<file path="config.mk">
export PLATFORM = sky130hd
export DESIGN_NAME = hsmtp_front_flat
export DESIGN_NICKNAME = d
export VERILOG_FILES = /design/src/design/hsmtp_pkg.sv /design/src/design/hsmtp_if.sv /design/src/design/hsmtp_front.sv /design/src/flat_wrapper.sv
export SDC_FILE = /design/constraint.sdc
export NUM_CORES = 1
export LEC_CHECK = 0
export ABC_AREA = 1
export ABC_CLOCK_PERIOD_IN_PS = 8660
export BUFFER_PORTS_ARGS = -buffer_cell sky130_fd_sc_hd__buf_2
export CAP_MARGIN = 10
export CELL_PAD_IN_SITES_DETAIL_PLACEMENT = 1
export CELL_PAD_IN_SITES_GLOBAL_PLACEMENT = 1
export CORE_UTILIZATION = 40
export DETAILED_ROUTE_END_ITERATION = 12
export GPL_ROUTABILITY_DRIVEN = 0
export PLACE_DENSITY_LB_ADDON = 0.05
export SYNTH_ARGS = -nofsm -noshare
export SYNTH_HDL_FRONTEND = slang
export SYNTH_SLANG_ARGS = --single-unit
</file>
<file path="constraint.sdc">
create_clock -name clk_i -period 8.66 [get_ports clk_i]
set_clock_uncertainty 0.05 [all_clocks]
set_input_delay 1.732 -clock clk_i [delete_from_list [all_inputs] [get_ports clk_i]]
set_output_delay 1.732 -clock clk_i [all_outputs]
set_load 0.05 [all_outputs]
</file>
<file path="src/design/hsmtp_pkg.sv">
// ----------------------------------------------------------------------------
// hsmtp_pkg: shared types and constants of the transition planner
// Request and result codes, table entry layout, queue and sequencer types.
// ----------------------------------------------------------------------------
package hsmtp_pkg;

  localparam int NumStates   = 64;
  localparam int SlotW       = $clog2(NumStates);
  localparam int MaxDepth    = 16;
  localparam int DepthW      = $clog2(MaxDepth);
  localparam int LenW        = $clog2(MaxDepth + 1);
  localparam int MaxResults  = 32;
  localparam int ResW        = $clog2(MaxResults + 1);
  localparam int QueueDepth  = 4;
  localparam int QPtrW       = $clog2(QueueDepth);
  localparam logic [31:0] RootReset = 32'h822E39A8;

  typedef enum logic [1:0] {
    REQ_LOAD  = 2'd0,
    REQ_PLAN  = 2'd1,
    REQ_QUERY = 2'd2,
    REQ_NONE  = 2'd3
  } req_type_e;

  typedef enum logic [2:0] {
    KIND_EXIT   = 3'd0,
    KIND_ENTRY  = 3'd1,
    KIND_FOUND  = 3'd2,
    KIND_NONE   = 3'd3,
    KIND_ABSENT = 3'd4
  } step_kind_e;

  typedef struct packed {
    req_type_e        kind;
    logic [SlotW-1:0] slot;
    logic [31:0]      handler;
    logic [31:0]      parent;
    logic [8:0]       code;
    logic [31:0]      from_state;
    logic [31:0]      to_state;
  } req_t;

  typedef struct packed {
    logic valid;
    req_t req;
  } queue_head_t;

  typedef struct packed {
    logic [31:0] handler;
    logic [31:0] parent;
    logic [8:0]  code;
  } entry_t;

  typedef struct packed {
    step_kind_e  kind;
    logic [31:0] state;
    logic [7:0]  code;
    logic        last;
  } rsp_t;

  typedef enum logic [2:0] {
    B_IDLE,
    B_ISSUE,
    B_CMP,
    B_END,
    B_WALK,
    B_COMMON,
    B_GEN,
    B_OUT
  } back_state_e;

  typedef enum logic [1:0] {
    P_QUERY,
    P_FROM,
    P_TO,
    P_WALK
  } lookup_purpose_e;

endpackage

</file>
<file path="src/design/hsmtp_if.sv">
// ----------------------------------------------------------------------------
// hsmtp_req_if / hsmtp_rsp_if: request and result channels
// Valid/ready channels carrying the planner request and result fields.
// ----------------------------------------------------------------------------
interface hsmtp_req_if;
  logic              valid;
  logic              ready;
  logic [1:0]        req_type;
  logic [5:0]        slot;
  logic [31:0]       entry_handler;
  logic [31:0]       entry_parent;
  logic signed [8:0] load_code;
  logic [31:0]       from_state;
  logic [31:0]       to_state;

  modport source (output valid, req_type, slot, entry_handler, entry_parent,
                  load_code, from_state, to_state, input ready);
  modport sink (input valid, req_type, slot, entry_handler, entry_parent,
                load_code, from_state, to_state, output ready);
endinterface


</file>
<file path="src/design/hsmtp_front.sv">
// ----------------------------------------------------------------------------
// hsmtp_front: request intake
// Accepts requests, drops unused codes and queues the rest for the back end.
// ----------------------------------------------------------------------------
module hsmtp_front (
  input  logic                 clk_i,
  input  logic                 rst_ni,
  hsmtp_req_if.sink            req_i,
  output hsmtp_pkg::queue_head_t head_o,
  input  logic                 pop_i
);
  import hsmtp_pkg::*;

  req_t             mem_q [QueueDepth];
  logic [QPtrW-1:0] wr_ptr_q, rd_ptr_q;
  logic [QPtrW:0]   count_q;
  logic             push;
  req_t             req_in;

  // classify the incoming request
  always_comb begin
    req_in.kind       = req_type_e'(req_i.req_type);
    req_in.slot       = req_i.slot;
    req_in.handler    = req_i.entry_handler;
    req_in.parent     = req_i.entry_parent;
    req_in.code       = req_i.load_code;
    req_in.from_state = req_i.from_state;
    req_in.to_state   = req_i.to_state;
  end

  assign req_i.ready = count_q != (QPtrW+1)'(QueueDepth);
  assign push = req_i.valid && req_i.ready && (req_in.kind != REQ_NONE);

  // store queued requests
  always_ff @(posedge clk_i) begin
    if (push) begin
      mem_q[wr_ptr_q] <= req_in;
    end
  end

  // advance pointers
  always_ff @(posedge clk_i or negedge rst_ni) begin
    if (!rst_ni) begin
      wr_ptr_q <= '0;
      rd_ptr_q <= '0;
      count_q  <= '0;
    end else begin
      if (push) wr_ptr_q <= wr_ptr_q + 1'b1;
      if (pop_i) rd_ptr_q <= rd_ptr_q + 1'b1;
      count_q <= count_q + (QPtrW+1)'(push) - (QPtrW+1)'(pop_i);
    end
  end

  assign head_o.valid = count_q != '0;
  assign head_o.req   = mem_q[rd_ptr_q];
endmodule

</file>
<file path="src/flat_wrapper.sv">
// flat-port wrapper written by rule: the top's interface ports become plain ports
module hsmtp_front_flat import hsmtp_pkg::*;
  (clk_i, rst_ni, head_o, pop_i, req_i_valid, req_i_req_type, req_i_slot, req_i_entry_handler, req_i_entry_parent, req_i_load_code, req_i_from_state, req_i_to_state, req_i_ready);
  hsmtp_req_if req_i_i ();
  input  logic clk_i;
  input  logic rst_ni;
  output hsmtp_pkg::queue_head_t head_o;
  input  logic pop_i;
  input wire logic [$bits(req_i_i.valid)-1:0] req_i_valid;
  input wire logic [$bits(req_i_i.req_type)-1:0] req_i_req_type;
  input wire logic [$bits(req_i_i.slot)-1:0] req_i_slot;
  input wire logic [$bits(req_i_i.entry_handler)-1:0] req_i_entry_handler;
  input wire logic [$bits(req_i_i.entry_parent)-1:0] req_i_entry_parent;
  input wire logic [$bits(req_i_i.load_code)-1:0] req_i_load_code;
  input wire logic [$bits(req_i_i.from_state)-1:0] req_i_from_state;
  input wire logic [$bits(req_i_i.to_state)-1:0] req_i_to_state;
  output wire logic [$bits(req_i_i.ready)-1:0] req_i_ready;
  assign req_i_i.valid = req_i_valid;
  assign req_i_i.req_type = req_i_req_type;
  assign req_i_i.slot = req_i_slot;
  assign req_i_i.entry_handler = req_i_entry_handler;
  assign req_i_i.entry_parent = req_i_entry_parent;
  assign req_i_i.load_code = req_i_load_code;
  assign req_i_i.from_state = req_i_from_state;
  assign req_i_i.to_state = req_i_to_state;
  assign req_i_ready = req_i_i.ready;
  hsmtp_front u_core (.clk_i(clk_i), .rst_ni(rst_ni), .req_i(req_i_i), .head_o(head_o), .pop_i(pop_i));
endmodule
</file>
==> results.md <==
* Status: completed
* Post-synthesis area per instance at 13.4 um2
* CTS buffer count at 66
* RSZ-0062 raised after global routing: no
* Die area at 59400 um2
* CP Launch Type: register
* Hold worst-path end: u_core.wr_ptr_q[1]
* R2R Path End: u_core.mem_q[1][52]
* Clk_lat worst skew at 0.57 ns
* Yosys cell types at 18
* Netlist Area Pre-Place at 23400 um2
* Total Nets Final at 2183
* Reg2reg path depth at 6
* Critical path launch point: u_core.rd_ptr_q[0]
* GRT Total Usage at 17.8%
* Die width at 244 um
* Most common cell in the netlist: edfxtp_1
* Final hold viol count at 0
* P&R area growth vs syn at 16.7%
* Post-synth top flop: edfxtp_1
* Via-per-instance ratio at 4.80
* Post-CTS setup buffer count at 0
* Synth Net Count at 1900
* H-Tree Depth at 3
* Least-Margin Pin Slew at 1.14 ns
* DRC Markers at 0
* Top cells by area, synth: edfxtp_1 75%, inv_1 4.9%, nand2_1 4.8%
* Placed cell areas at 25200 um2
* Initial antenna violation count at 8
* Util after Layout at 47.2%
* Peak supply drop at 0.263 mV
* Largest net degree at the start of global routing at 201
* FF-to-FF setup slack at 5.40 ns
* Total number of yosys warnings at 0
* Die Span Y at 244 um
* Worst EP arrival at 3.44 ns
* Grt ovf at 0
* Post-route cell area at 27200 um2
* DR pass1 iterations at 4
* Hold bufs inserted after CTS at 0
* Final worst-path cycle share at 60.3%
* Critical Path RT at 6.88 ns
* Cell Rows at 88
* Vias in the first global route at 14000
* Post-cts resize count at 0
* DP HPWL at 31400 um
* Seq/Total Area, Yosys at 75.3%
* TritonCTS Sinks at 587
* CTS tree: built
* Post-route setup TNS at 0 ns
* PD cells at 400 nW/um2
* Register clock-pin slew on the reported worst setup and hold paths at 0.06 ns
* Clock buffer depth at 3
* Post-synth top area share at 74.6%
* Global-route wire length before repair at 80500 um
* Port buffer count at 295
* R2R Path Start: u_core.count_q[1]
* Tmin final at 5.22 ns
* Final setup viols at 0
* WL final at 52800 um
* Crit-path max FO at 116
* Max Cap Viol at 0
* Antenna-violating nets left at 0
* Core area at 57700 um2
* Via count at 13700
* Drt initial violations at 680
* Syn Inst Count at 1744
* Final std cells w/o fill at 2844
* Dpl cells at 2724
* Fin. max-slew vios at 0
* P_leak at 0.0108 uW
* Io pins at 296
* Layout cell share with drive strength beyond 1 at 19.5%
* CP Class: register to output port
* Worst Hold Launch: u_core.wr_ptr_q[1]
* Async S/R FF share, synth at 1.19%
* Initial Util at 40.5%
* Slew Limit Headroom at 23.9%
* Synthesized flop and latch total at 587
* Leading area contributor after synthesis: edfxtp_1
* Worst min path class: register to register
* Wirelength per Cell at 18.6 um
* Max frequency at 0.191 GHz
* CTS root buf: clkbuf_16
* Hold depth at 2
* Number of synthesized flops with an enable pin at 580
* Synth top cells by count: 580 x edfxtp_1, 305 x inv_1, 301 x nand2_1, 145 x a21oi_1, 145 x o211ai_1
* Worst Setup End Kind: output port
where the power goes:
group	leakage, uW	internal, uW	switching (uW)
sequential	0.00537	3590	239
combinational	0.00441	946	3530
clock	0.000990	1540	1060
registers in the layout, indices dropped and copies added, names as in the netlist:
register and flops:
u_core.mem_q 580, u_core.wr_ptr_q 2, u_core.rd_ptr_q 2, u_core.count_q 3
cells by family after synthesis:
logic type,count (synthesis),synth area share (%)
and+or+nand+nor,310,5.01
DFF,587,75.3
AOI/OAI and AO/OA,436,10.9
xor gates and xnor gates,2,0.0750
buffers and inverters,402,8.26
adders and majority gates,7,0.407
layout make-up:
type / count / area (um2)
Fill cell: 5953 / 30400
Sequential cell: 587 / 17600
Multi-Input combinational cell: 755 / 3860
Clock buffer: 90 / 1920
Timing Repair Buffer: 312 / 1640
Inverter: 305 / 1140
Tap cell: 765 / 957
Clock inverter: 25 / 110
Antenna cell: 5 / 12.5
worst max-delay path, cell delays in order (launching register included):
cell	delay [ns]
dfrtp_4	1.13
buf_4	0.95
o211ai_1	0.21
nand2_1	0.17
buf_2	0.29
through the flow:
stage | power [uW] | hold slack, ns | setup WS (ns)
3_3_place_gp | 8380 | 0.494 | 3.82
4_1_cts | 11100 | 0.499 | 3.35
6_report | 10900 | 0.501 | 3.44
2_1_floorplan | 7510 | 0.442 | -0.209
3_5_place_dp | 8460 | 0.482 | 3.79
5_1_grt | 11500 | 0.536 | 3.15
worst max path at each step:
stage                                     end
final                              head_o[54]
after CTS                          head_o[82]
after global placement    u_core.mem_q[1][58]
after detailed placement  u_core.mem_q[1][53]
after global routing               head_o[70]
after floorplan            u_core.mem_q[0][0]
per-layer routing:
layer,vias up,track usage [%],wire (um)
met2,258,29.4,25500
met3,71,3.65,2510
met4,8,5.48,971
met1,6663,23.6,23800
met5,-,0,45
li1,6650,-,-
cells in the final DEF (no fill, tap or decap), types with 4 or more instances in the layout:
cell and n:
clkbuf_16 73, clkinv_2 7, clkinv_1 16, a21oi_1 145, nor2_4 4, ha_1 6, clkbuf_1 14, diode_2 5
edfxtp_1 580, o21ai_0 22, buf_2 295, inv_1 305, dfrtp_1 5, nand2_1 301, o211ai_1 145, o21ai_1 123
buf_4 14, nand3_1 5
Power figures use the tool's default switching activity.
